$ cat src/rtl/ffa_pkg.sv
`timescale 1ns / 1ps
`default_nettype none

package ffa_pkg;

    // field widths
    localparam int BASE_W      = 10;
    localparam int SIZE_W      = 11;
    localparam int START_W     = 10;
    localparam int LEN_W       = 11;
    localparam int GRANT_W     = 10;
    localparam int CFG_IDX_W   = 1;
    localparam int CFG_DATA_W  = 11;
    localparam int IN_TDATA_W  = 24;
    localparam int OUT_TDATA_W = 16;

    // register indexes
    localparam logic [CFG_IDX_W-1:0] CFG_RESERVED_BASE = 1'b0;
    localparam logic [CFG_IDX_W-1:0] CFG_REGION_SIZE   = 1'b1;

    // register reset values
    localparam logic [BASE_W-1:0] BASE_RESET = 10'd10;
    localparam logic [SIZE_W-1:0] SIZE_RESET = 11'd1014;

    // item modes
    localparam logic MODE_ALLOC   = 1'b0;
    localparam logic MODE_RELEASE = 1'b1;

    // controller to datapath
    typedef struct packed {
        logic load;     // capture accepted item
        logic scan;     // run the occupancy scan
        logic wr_step;  // one step of the write sweep
        logic push;     // move result into the output register
    } t_cmd;

    // datapath to controller
    typedef struct packed {
        logic hit;        // free run found
        logic miss;       // scan ended without a run
        logic len_zero;   // requested length is zero
        logic wr_done;    // write sweep reached its end
        logic slot_free;  // output register can take a result
    } t_status;

endpackage

`default_nettype wire

$ cat src/rtl/ffa_ctrl.sv
`timescale 1ns / 1ps
`default_nettype none

module ffa_ctrl (
    input  wire logic            i_clk,
    input  wire logic            i_rst_n,
    input  wire logic            i_in_valid,
    input  wire logic            i_in_mode,
    output logic                 o_in_ready,
    input  wire ffa_pkg::t_status i_st,
    output ffa_pkg::t_cmd        o_cmd
);
    import ffa_pkg::*;

    typedef enum logic [5:0] {
        ST_CLEAR = 6'b000001,
        ST_IDLE  = 6'b000010,
        ST_SCAN  = 6'b000100,
        ST_MARK  = 6'b001000,
        ST_FREE  = 6'b010000,
        ST_REPLY = 6'b100000
    } t_state;

    t_state r_state;
    t_state n_state;
    logic   w_accept;

    assign o_in_ready = (r_state == ST_IDLE);
    assign w_accept   = i_in_valid && o_in_ready;

    // next state and commands
    always_comb begin
        n_state       = r_state;
        o_cmd         = '0;
        unique case (r_state)
            ST_CLEAR: begin
                o_cmd.wr_step = 1'b1;
                if (i_st.wr_done) n_state = ST_IDLE;
            end
            ST_IDLE: begin
                if (w_accept) begin
                    o_cmd.load = 1'b1;
                    n_state = (i_in_mode == MODE_RELEASE) ? ST_FREE : ST_SCAN;
                end
            end
            ST_SCAN: begin
                o_cmd.scan = 1'b1;
                if (i_st.hit) begin
                    n_state = i_st.len_zero ? ST_REPLY : ST_MARK;
                end else if (i_st.miss) begin
                    n_state = ST_REPLY;
                end
            end
            ST_MARK, ST_FREE: begin
                o_cmd.wr_step = 1'b1;
                if (i_st.wr_done) n_state = ST_REPLY;
            end
            ST_REPLY: begin
                o_cmd.push = 1'b1;
                if (i_st.slot_free) n_state = ST_IDLE;
            end
            default: n_state = ST_CLEAR;
        endcase
    end

    // state register
    always_ff @(posedge i_clk) begin
        if (!i_rst_n) begin
            r_state <= ST_CLEAR;
        end else begin
            r_state <= n_state;
        end
    end

endmodule

`default_nettype wire

$ cat src/rtl/ffa_datapath.sv
`timescale 1ns / 1ps
`default_nettype none

module ffa_datapath #(
    parameter int CELL_COUNT = 1024
) (
    input  wire logic                               i_clk,
    input  wire logic                               i_rst_n,
    input  wire logic                               i_cfg_we,
    input  wire logic [ffa_pkg::CFG_IDX_W-1:0]      i_cfg_idx,
    input  wire logic [ffa_pkg::CFG_DATA_W-1:0]     i_cfg_data,
    input  wire logic [ffa_pkg::IN_TDATA_W-1:0]     i_in_tdata,
    input  wire logic                               i_in_tuser,
    input  wire ffa_pkg::t_cmd                      i_cmd,
    output ffa_pkg::t_status                        o_st,
    input  wire logic                               i_out_tready,
    output logic                                    o_out_tvalid,
    output logic [ffa_pkg::OUT_TDATA_W-1:0]         o_out_tdata,
    output logic                                    o_out_tuser
);
    import ffa_pkg::*;

    localparam int AW = (CELL_COUNT > 1) ? $clog2(CELL_COUNT) : 1;
    localparam int CW = (AW + 1 > 12) ? AW + 1 : 12;
    localparam logic [CW-1:0] CELLS = CW'(CELL_COUNT);

    // occupancy store
    logic r_mem [CELL_COUNT];

    // configuration
    logic [BASE_W-1:0]  r_base;
    logic [SIZE_W-1:0]  r_size;

    // item and scan state
    logic [LEN_W-1:0]   r_len;
    logic [CW-1:0]      r_rd_idx;
    logic [CW-1:0]      r_end;
    logic               r_q_valid;
    logic [CW-1:0]      r_q_idx;
    logic               r_q_data;
    logic [CW-1:0]      r_count;
    logic [CW-1:0]      r_first;

    // write sweep
    logic [CW-1:0]      r_wr_idx;
    logic [CW-1:0]      r_wr_end;
    logic               r_wr_bit;

    // result and output register
    logic               r_res_ok;
    logic [GRANT_W-1:0] r_res_start;
    logic               r_out_valid;
    logic               r_out_ok;
    logic [GRANT_W-1:0] r_out_start;

    logic [START_W-1:0] w_item_start;
    logic [LEN_W-1:0]   w_item_len;
    logic [CW-1:0]      w_win_sum;
    logic [CW-1:0]      w_win_end;
    logic [CW-1:0]      w_rel_sum;
    logic [CW-1:0]      w_rel_end;
    logic               w_rd_more;
    logic [CW-1:0]      w_cnt_nx;
    logic [CW-1:0]      w_first_nx;
    logic               w_reach;
    logic               w_hit;
    logic               w_miss;
    logic               w_wr_done;
    logic               w_mem_we;
    logic               w_slot_free;

    assign w_item_start = i_in_tdata[START_W-1:0];
    assign w_item_len   = i_in_tdata[START_W +: LEN_W];

    // scan window end, clamped to the store
    assign w_win_sum = CW'(r_base) + CW'(r_size);
    assign w_win_end = (w_win_sum > CELLS) ? CELLS : w_win_sum;

    // release end, clamped to the store
    assign w_rel_sum = CW'(w_item_start) + CW'(w_item_len);
    assign w_rel_end = (w_rel_sum > CELLS) ? CELLS : w_rel_sum;

    // evaluate the cell that came back from the store
    assign w_rd_more  = (r_rd_idx < r_end);
    assign w_cnt_nx   = r_q_data ? '0 : r_count + CW'(1);
    assign w_first_nx = (!r_q_data && (r_count == '0)) ? r_q_idx : r_first;
    assign w_reach    = r_q_valid && (w_cnt_nx >= CW'(r_len));
    assign w_hit      = w_reach && !r_q_data;
    assign w_miss     = (w_reach && r_q_data) || (!r_q_valid && !w_rd_more);

    assign w_wr_done   = (r_wr_idx >= r_wr_end);
    assign w_mem_we    = i_cmd.wr_step && !w_wr_done;
    assign w_slot_free = !r_out_valid || i_out_tready;

    assign o_st.hit       = w_hit;
    assign o_st.miss      = w_miss;
    assign o_st.len_zero  = (r_len == '0);
    assign o_st.wr_done   = w_wr_done;
    assign o_st.slot_free = w_slot_free;

    assign o_out_tvalid = r_out_valid;
    assign o_out_tuser  = r_out_ok;
    assign o_out_tdata  = {{(OUT_TDATA_W - GRANT_W){1'b0}}, r_out_start};

    // store access: at most one write and one read address per cycle
    always_ff @(posedge i_clk) begin
        if (w_mem_we) begin
            r_mem[r_wr_idx[AW-1:0]] <= r_wr_bit;
        end
        r_q_data <= r_mem[r_rd_idx[AW-1:0]];
    end

    // control registers
    always_ff @(posedge i_clk) begin
        if (!i_rst_n) begin
            r_base      <= BASE_RESET;
            r_size      <= SIZE_RESET;
            r_wr_idx    <= '0;
            r_wr_end    <= CELLS;
            r_wr_bit    <= 1'b0;
            r_q_valid   <= 1'b0;
            r_out_valid <= 1'b0;
        end else begin
            // configuration writes
            if (i_cfg_we) begin
                unique case (i_cfg_idx)
                    CFG_RESERVED_BASE: r_base <= i_cfg_data[BASE_W-1:0];
                    CFG_REGION_SIZE:   r_size <= i_cfg_data[SIZE_W-1:0];
                    default:           r_size <= r_size;
                endcase
            end

            // write sweep range and step
            if (i_cmd.load && (i_in_tuser == MODE_RELEASE)) begin
                r_wr_idx <= CW'(w_item_start);
                r_wr_end <= w_rel_end;
                r_wr_bit <= 1'b0;
            end else if (i_cmd.scan && w_hit && (r_len != '0)) begin
                r_wr_idx <= w_first_nx;
                r_wr_end <= r_q_idx + CW'(1);
                r_wr_bit <= 1'b1;
            end else if (w_mem_we) begin
                r_wr_idx <= r_wr_idx + CW'(1);
            end

            // read pipeline valid
            r_q_valid <= i_cmd.scan && w_rd_more;

            // output register
            if (i_cmd.push && w_slot_free) begin
                r_out_valid <= 1'b1;
            end else if (i_out_tready) begin
                r_out_valid <= 1'b0;
            end
        end
    end

    // scan and result payload
    always_ff @(posedge i_clk) begin
        if (i_cmd.load) begin
            r_len    <= w_item_len;
            r_rd_idx <= CW'(r_base);
            r_end    <= w_win_end;
            r_count  <= '0;
            r_first  <= '0;
            if (i_in_tuser == MODE_RELEASE) begin
                r_res_ok    <= 1'b1;
                r_res_start <= '0;
            end
        end else if (i_cmd.scan) begin
            if (w_rd_more) r_rd_idx <= r_rd_idx + CW'(1);
            r_q_idx <= r_rd_idx;
            if (r_q_valid) begin
                r_count <= w_cnt_nx;
                r_first <= w_first_nx;
            end
            if (w_hit) begin
                r_res_ok    <= 1'b1;
                r_res_start <= w_first_nx[GRANT_W-1:0];
            end else if (w_miss) begin
                r_res_ok    <= 1'b0;
                r_res_start <= '0;
            end
        end

        if (i_cmd.push && w_slot_free) begin
            r_out_ok    <= r_res_ok;
            r_out_start <= r_res_start;
        end
    end

endmodule

`default_nettype wire

$ cat src/rtl/first_fit_block_allocator.sv
`timescale 1ns / 1ps
`default_nettype none

// channel   dir  handshake                 payload
// s_axis    in   s_axis_tvalid/tready      tdata: run_start, run_length; tuser: mode
// m_axis    out  m_axis_tvalid/tready      tdata: granted_start; tuser: success
// cfg       in   i_cfg_we                  i_cfg_idx, i_cfg_data
//
// one item at a time; the occupancy store sets the pace, one cell per cycle
// allocate: a scan of the window, then a write sweep over the granted run, then the result
// release: a write sweep over the released cells, then the result
// after reset a clearing pass over the whole store runs before the first item
// a result waiting on m_axis holds the next item only when that item is done

module first_fit_block_allocator #(
    parameter int CELL_COUNT = 1024
) (
    input  wire logic                               i_clk,
    input  wire logic                               i_rst_n,
    input  wire logic                               i_cfg_we,
    input  wire logic [ffa_pkg::CFG_IDX_W-1:0]      i_cfg_idx,
    input  wire logic [ffa_pkg::CFG_DATA_W-1:0]     i_cfg_data,
    input  wire logic                               s_axis_tvalid,
    output logic                                    s_axis_tready,
    // [9:0] run_start, [20:10] run_length, [23:21] zero
    input  wire logic [ffa_pkg::IN_TDATA_W-1:0]     s_axis_tdata,
    // [0] mode
    input  wire logic                               s_axis_tuser,
    output logic                                    m_axis_tvalid,
    input  wire logic                               m_axis_tready,
    // [9:0] granted_start, [15:10] zero
    output logic [ffa_pkg::OUT_TDATA_W-1:0]         m_axis_tdata,
    // [0] success
    output logic                                    m_axis_tuser
);
    import ffa_pkg::*;

    t_cmd    w_cmd;
    t_status w_st;

    ffa_ctrl u_ctrl (
        .i_clk      (i_clk),
        .i_rst_n    (i_rst_n),
        .i_in_valid (s_axis_tvalid),
        .i_in_mode  (s_axis_tuser),
        .o_in_ready (s_axis_tready),
        .i_st       (w_st),
        .o_cmd      (w_cmd)
    );

    ffa_datapath #(
        .CELL_COUNT (CELL_COUNT)
    ) u_datapath (
        .i_clk        (i_clk),
        .i_rst_n      (i_rst_n),
        .i_cfg_we     (i_cfg_we),
        .i_cfg_idx    (i_cfg_idx),
        .i_cfg_data   (i_cfg_data),
        .i_in_tdata   (s_axis_tdata),
        .i_in_tuser   (s_axis_tuser),
        .i_cmd        (w_cmd),
        .o_st         (w_st),
        .i_out_tready (m_axis_tready),
        .o_out_tvalid (m_axis_tvalid),
        .o_out_tdata  (m_axis_tdata),
        .o_out_tuser  (m_axis_tuser)
    );

    // only one item in flight
    a_one_item: assert property (@(posedge i_clk) disable iff (!i_rst_n)
        s_axis_tvalid && s_axis_tready |=> !s_axis_tready)
        else $error("input taken while an item is in flight");

    // a failed result carries a zero start
    a_fail_zero: assert property (@(posedge i_clk) disable iff (!i_rst_n)
        m_axis_tvalid && !m_axis_tuser |-> m_axis_tdata == '0)
        else $error("failed result with nonzero start");

    // scan cannot end both ways at once
    a_hit_miss: assert property (@(posedge i_clk) disable iff (!i_rst_n)
        w_cmd.scan |-> !(w_st.hit && w_st.miss))
        else $error("scan hit and miss together");

    // a stalled reply keeps waiting
    a_reply_hold: assert property (@(posedge i_clk) disable iff (!i_rst_n)
        w_cmd.push && !w_st.slot_free |=> w_cmd.push)
        else $error("reply dropped while output busy");

endmodule

`default_nettype wire

$ cat config.mk
export PLATFORM = sky130hd
export DESIGN_NAME = first_fit_block_allocator
export DESIGN_NICKNAME = d
export VERILOG_FILES = /design/src/rtl/ffa_pkg.sv /design/src/rtl/ffa_ctrl.sv /design/src/rtl/ffa_datapath.sv /design/src/rtl/first_fit_block_allocator.sv
export SDC_FILE = /design/constraint.sdc
export NUM_CORES = 2
export LEC_CHECK = 0
export ABC_CLOCK_PERIOD_IN_PS = 15200
export BUFFER_PORTS_ARGS = -buffer_cell sky130_fd_sc_hd__buf_2
export CAP_MARGIN = 15
export CORE_ASPECT_RATIO = 0.7
export CORE_MARGIN = 5
export CORE_UTILIZATION = 57
export CTS_BUF_LIST = sky130_fd_sc_hd__clkbuf_16
export CTS_CLUSTER_DIAMETER = 80
export DETAILED_ROUTE_END_ITERATION = 16
export PLACE_DENSITY_LB_ADDON = 0.15
export SETUP_SLACK_MARGIN = 0.02
export SYNTH_ARGS = -nofsm -noshare
export SYNTH_HDL_FRONTEND = slang
export SYNTH_HIERARCHICAL = 1
export SYNTH_SLANG_ARGS = --single-unit
$ cat constraint.sdc
create_clock -name i_clk -period 15.2 [get_ports i_clk]
set_input_delay 0.76 -clock i_clk [delete_from_list [all_inputs] [get_ports i_clk]]
set_output_delay 0.76 -clock i_clk [all_outputs]
set_load 0.05 [all_outputs]
Word level (Yosys, flattened, before mapping). Memory sizes are Yosys's and may differ from the RTL's. A register that Yosys moved wholly into a read port is not among the register bits. Cells that the tools add are included.

Register bits: 147. RAM bits: 1024. Input port bits: 42. Output and inout bits: 19. Word-level logic and storage cells: 126. Memories kept: 1.

$add $sub $neg: 6. Order comparisons: 5. Equality and inequality tests: 12. Mux-type cells: 39. Bitwise logic cells: 3. Reductions and logical operators: 40.

Memory list: u_datapath.r_mem (words 1024, width 1, rd ports 1, clocked after Yosys merged registers in 1, wr ports 1, line ffa_datapath.sv:28) `logic r_mem [CELL_COUNT];`.

Operator list (number): $mux 10 (9); $mux 12 (7); $add 12x1->12 const B (4); $mux 6 (7); $pmux 6 s5 (1); $add 10x11->12 (2); $gt 12x11->1 const B (2); $mux 1 (14); $ge 12x11->1 (1); $ge 12x12->1 (1); $logic_and 1x1->1 (12); $logic_not 12->1 (1); $lt 12x12->1 (1); $reduce_and 2->1 (6); $logic_not 11->1 (1); $reduce_bool 11->1 (1); $reduce_bool 2->1 (5); $eq 6x1->1 const B (1); $eq 6x2->1 const B (1); $eq 6x3->1 const B (1); $eq 6x4->1 const B (1); $eq 6x5->1 const B (1); $eq 6x6->1 const B (1); $ne 2x1->1 const B (3); 11 further kinds (21).

Depth between registers and ports, before layout.
Depth in word-level cells: 10. Gate-level depth with buffers: 16.

By module. The synthesis kept the hierarchy.

Modules (own cells, without submodules): ffa_datapath (times used 1, cells an instance 3949, area an instance 52221.3 µm², seq. area each 34262.9 µm²); ffa_ctrl (times used 1, cells an instance 53, area an instance 461.7 µm², seq. area each 120.1 µm²).

Worst setup path after synthesis. OpenSTA, ideal clock, no wires.

Kind: register to register. Start point: register u_datapath.r_wr_bit. End point: memory u_datapath.r_mem[0] (data pin). Data arrival time: 12.748 ns. Path slack: -0.364 ns. Cell stages (with the launch flop): 1. Path buffers: 0. Period minus slack after synthesis: 15.564 ns. Path through: dfxtp_1.

RTL lines: from (decl) (line ffa_datapath.sv:47) `logic r_wr_bit;`; from (signal assigned) (line ffa_datapath.sv:120) `r_wr_bit <= 1'b0;`; from (signal assigned) (line ffa_datapath.sv:137) `r_wr_bit <= 1'b0;`; from (signal assigned) (line ffa_datapath.sv:141) `r_wr_bit <= 1'b1;`; to (decl) (line ffa_datapath.sv:28).

No word-level cell before the write port.

==> results.py <==
metrics = {
    "cells_and_area": {
        "drive_gt1_frac": 0.142,
        "areaGrowthSynthToFinish_pct": 9.55,
        "num-nets-final": 4019,
        "instances_no_fill": 5242,
        "antenna_cells": 0,
        "design_area_um2": 57700,
    },
    "routing": {
        "vias": 33500,
        "drt_wl_total_um": 141000,
        "viasPerCell": 6.39,
        "drtIter0Drc": 4651,
        "wl_per_cell_um": 27.0,
        "detail_route.first_pass.iterations": 5,
        "drc": 0,
        "drtAntennaViolNets": 0,
    },
    "synth": {
        "synthAdderAreaFrac": 0.0155,
        "synth_top_area_frac": 0.622,
        "muxShareOfSynthArea": 0.119,
        "ys.flop_type": "edfxtp_1",
        "ys_seq_elements": 1172,
        "synth_top_family_by_area": "simple AND/OR/NAND/NOR gates",
        "synth_area_um2": 52700,
        "synth_compound_area_frac": 0.0487,
        "synth.area.top_cells": "edfxtp_1 (62%), mux4_2 (8.8%), nor2_1 (8.0%)",
        "synthXorXnorAreaFrac": 0.00864,
        "yosysWarnings": 6,
        "synth-simple-area-share": 0.120,
        "yosys.area.top_type": "edfxtp_1",
        "syn_avg_cell_area_um2": 13.2,
        "ys_seq_area_frac": 0.653,
        "synth_edf_count": 1091,
        "synth.distinct_cells": 80,
        "synth_cells": 4002,
        "async_reset_ff_frac": 0,
    },
    "cts": {
        "cts_buffer_depth": 3,
        "clockRootBuffer": "clkbuf_16",
        "clk_pin_slew_ps": 60,
        "htreeDepth": 3,
        "cts_tree": "done",
        "holdBufCountCts": 0,
        "clkLatencyLatePin_ps": 710,
        "cts_made_buffers": 110,
        "post_cts_buffers": 0,
        "cts.repair.resized": 0,
        "numClockSinks": 1172,
    },
    "critical_path": {
        "cp_num_cells": 11,
        "endpoint_kind": "register",
        "critPathKind": "reg -> reg",
        "critical_path.max_fanout": 38,
        "worstRegToRegCells": 11,
        "cp_data_required_time_ps": 15770,
        "crit_path_max_incr_delay_ps": 1000,
        "critPathBufInv": 2,
        "arrival_ps": 5550,
        "cp_top_family": "simple AND/OR/NAND/NOR gates",
        "startpoint_type": "register",
        "critical_path.cell_chain": "buf_4, nand2b_2, buf_4, o22ai_1, a211oi_1, nor4_1, nor4_1, o21ai_1, nor3b_1, a2111oi_1, a311oi_1",
        "crit_path_top_delay_cell": "nor4_1",
    },
    "placed_design": {
        "routabilityCongestion": 0.848,
        "dpl.cell_count": 5026,
        "hpwl_um": 76900,
        "port_buffers": 51,
        "place_area_um2": 53700,
    },
    "min_path": {
        "hold_class": "in -> reg",
        "whs_path_depth": 1,
    },
    "die": {
        "dieHeight_um": 264,
        "ios": 61,
        "start_util": 0.574,
        "die_x_um": 373,
        "rows": 93,
        "dieArea_um2": 98700,
        "core_um2": 91800,
    },
    "power_and_ir_drop": {
        "total_power_mw": 7.47,
        "ir_drop_mv": 0.117,
        "power.density_nw_per_um2": 129,
        "leakage_nw": 18.8,
    },
    "sta": {
        "fin_tns_setup_ps": 0,
        "finalMaxSlewViolations": 0,
        "report.final.hold_viol_count": 0,
        "fmax_mhz": 201,
        "holdWs_ps": 259,
        "skew_ps": 26.6,
        "finalCriticalPeriod_ps": 4980,
        "rsz0062_at_grt": "false",
        "worst_pin_slew_ps": 1220,
        "finalCritPeriodShare": 0.328,
        "setup-violations-final": 0,
        "maxSlewHeadroom": 0.184,
    },
    "global_route": {
        "gr-total-overflow": 0,
        "grt_max_degree": 247,
        "grt_usage": 0.283,
        "antenna_found_initial": 2,
        "grt_pass1_wl_um": 207000,
        "grt_pass1_vias": 31300,
    },
    "status": {
        "status": "completed",
    },
    "flow_run": {
        "maxCapViolations": 0,
    },
}
-- registers in the layout, summed over array words and instances (netlist names), 10 cells and up --
name	count
u_datapath/r_size	11
u_datapath/r_count	12
u_datapath/r_mem	1024
u_datapath/r_len	11
u_datapath/r_q_idx	12
u_datapath/r_base	10
u_datapath/r_rd_idx	12
u_datapath/r_wr_idx	12
u_datapath/r_out_start	10
u_datapath/r_first	12
u_datapath/r_wr_end	12
u_datapath/r_end	12
u_datapath/r_res_start	10
-- routing by layer --
layer  vias up  track usage  wire length [µm]
li1      14400            -                 -
met1     17000        0.424             58100
met2      1869        0.402             60800
met3       246       0.0902             18100
met4         2       0.0807              4500
met5         -            0                13
-- cell usage after synthesis (7+ instances only) --
library cell and number:
a211oi_1 22, nand3_1 48, dfxtp_1 81, o221ai_1 42, o21ai_0 42, inv_1 69
and2_1 14, nand2_1 230, nor2b_1 19, o22ai_1 33, o21a_1 7, a21oi_1 104
a221oi_1 9, edfxtp_1 1091, ha_1 62, buf_6 22, and3_1 10, xnor2_1 27
buf_2 16, nor2_1 1121, nand2b_1 17, nor4_1 20, o211ai_1 21, mux4_2 205
xor2_1 25, nand4_1 12, a21o_1 14, o221a_2 7, a31oi_1 13, buf_4 22
a22oi_1 19, buf_1 14, mux2i_1 157, clkbuf_1 269, nor3_1 18
-- layout by cell type (no fill, tap or decap), types with 9 or more instances in the layout --
cell type,instances
nand2_1,213
a21oi_1,104
dfxtp_1,80
nand4_1,12
a31oi_1,13
nor3_1,18
xnor2_1,27
a21o_1,14
a22oi_1,19
mux2i_1,157
bufinv_16,21
a211oi_1,22
o221ai_1,42
and3_1,10
nor4_1,20
clkinv_2,19
o21ai_0,42
buf_4,75
edfxtp_1,1091
a221oi_1,9
o22ai_1,33
xor2_1,25
ha_1,62
inv_1,91
and2_1,13
mux4_2,205
nand2b_1,16
nand2_2,17
nor2b_1,19
buf_2,51
clkbuf_16,112
buf_16,9
nor2_1,1120
nand3_2,16
nand3_1,32
o211ai_1,21
clkinv_1,23
-- cell type report --
class	instances	area (µm²)
clock inverters	94	970
repair buffers	141	1180
fillers	6925	34100
well taps	1235	1550
multi-input cells	2418	16600
inverters	70	263
flip-flops and latches	1172	34400
clock buffers	112	2800
-- worst paths after layout --
path	from	end	slack (ps)
min reg2reg	u_datapath/r_res_start[3]$_SDFFCE_PP0P_	u_datapath/r_out_start[3]$_DFFE_PP_	420
max reg2reg	u_datapath/r_rd_idx[1]$_DFFE_PP_	u_datapath/r_q_data$_DFF_P_	10220
min	s_axis_tdata[18]	u_datapath/r_len[8]$_DFFE_PP_	260
max	u_datapath/r_rd_idx[1]$_DFFE_PP_	u_datapath/r_q_data$_DFF_P_	10220
-- report_power, final --
| part | switching, mW | total [mW] | internal (mW) |
|---|---|---|---|
| Combinational | 0.694 | 0.944 | 0.250 |
| Sequential | 0.0825 | 3.63 | 3.55 |
| Clock | 1.20 | 2.89 | 1.69 |
| Total | 1.98 | 7.47 | 5.49 |
-- worst reg2reg max path, stage by stage, from the launching register on --
cell,delay [ps]
edfxtp_1,340
buf_4,560
nand2b_2,870
buf_4,650
o22ai_1,230
a211oi_1,260
nor4_1,80
nor4_1,1000
o21ai_1,130
nor3b_1,190
a2111oi_1,440
a311oi_1,100
-- stage by stage --
step	utilization	setup slack, ps
floorplan	-	6720
finish	0.629	10220
global placement	0.585	10490
global route	0.629	10080
CTS	0.626	10460
detailed placement	0.585	10470
-- cells by family after synthesis --
logic type	count (synthesis)
mux	366
compound gates	380
fa+ha+maj	64
flops	1172
other cells	1
xor+xnor	52
simple gates	1549
buf+inv	418
Power figures use the tool's default switching activity.
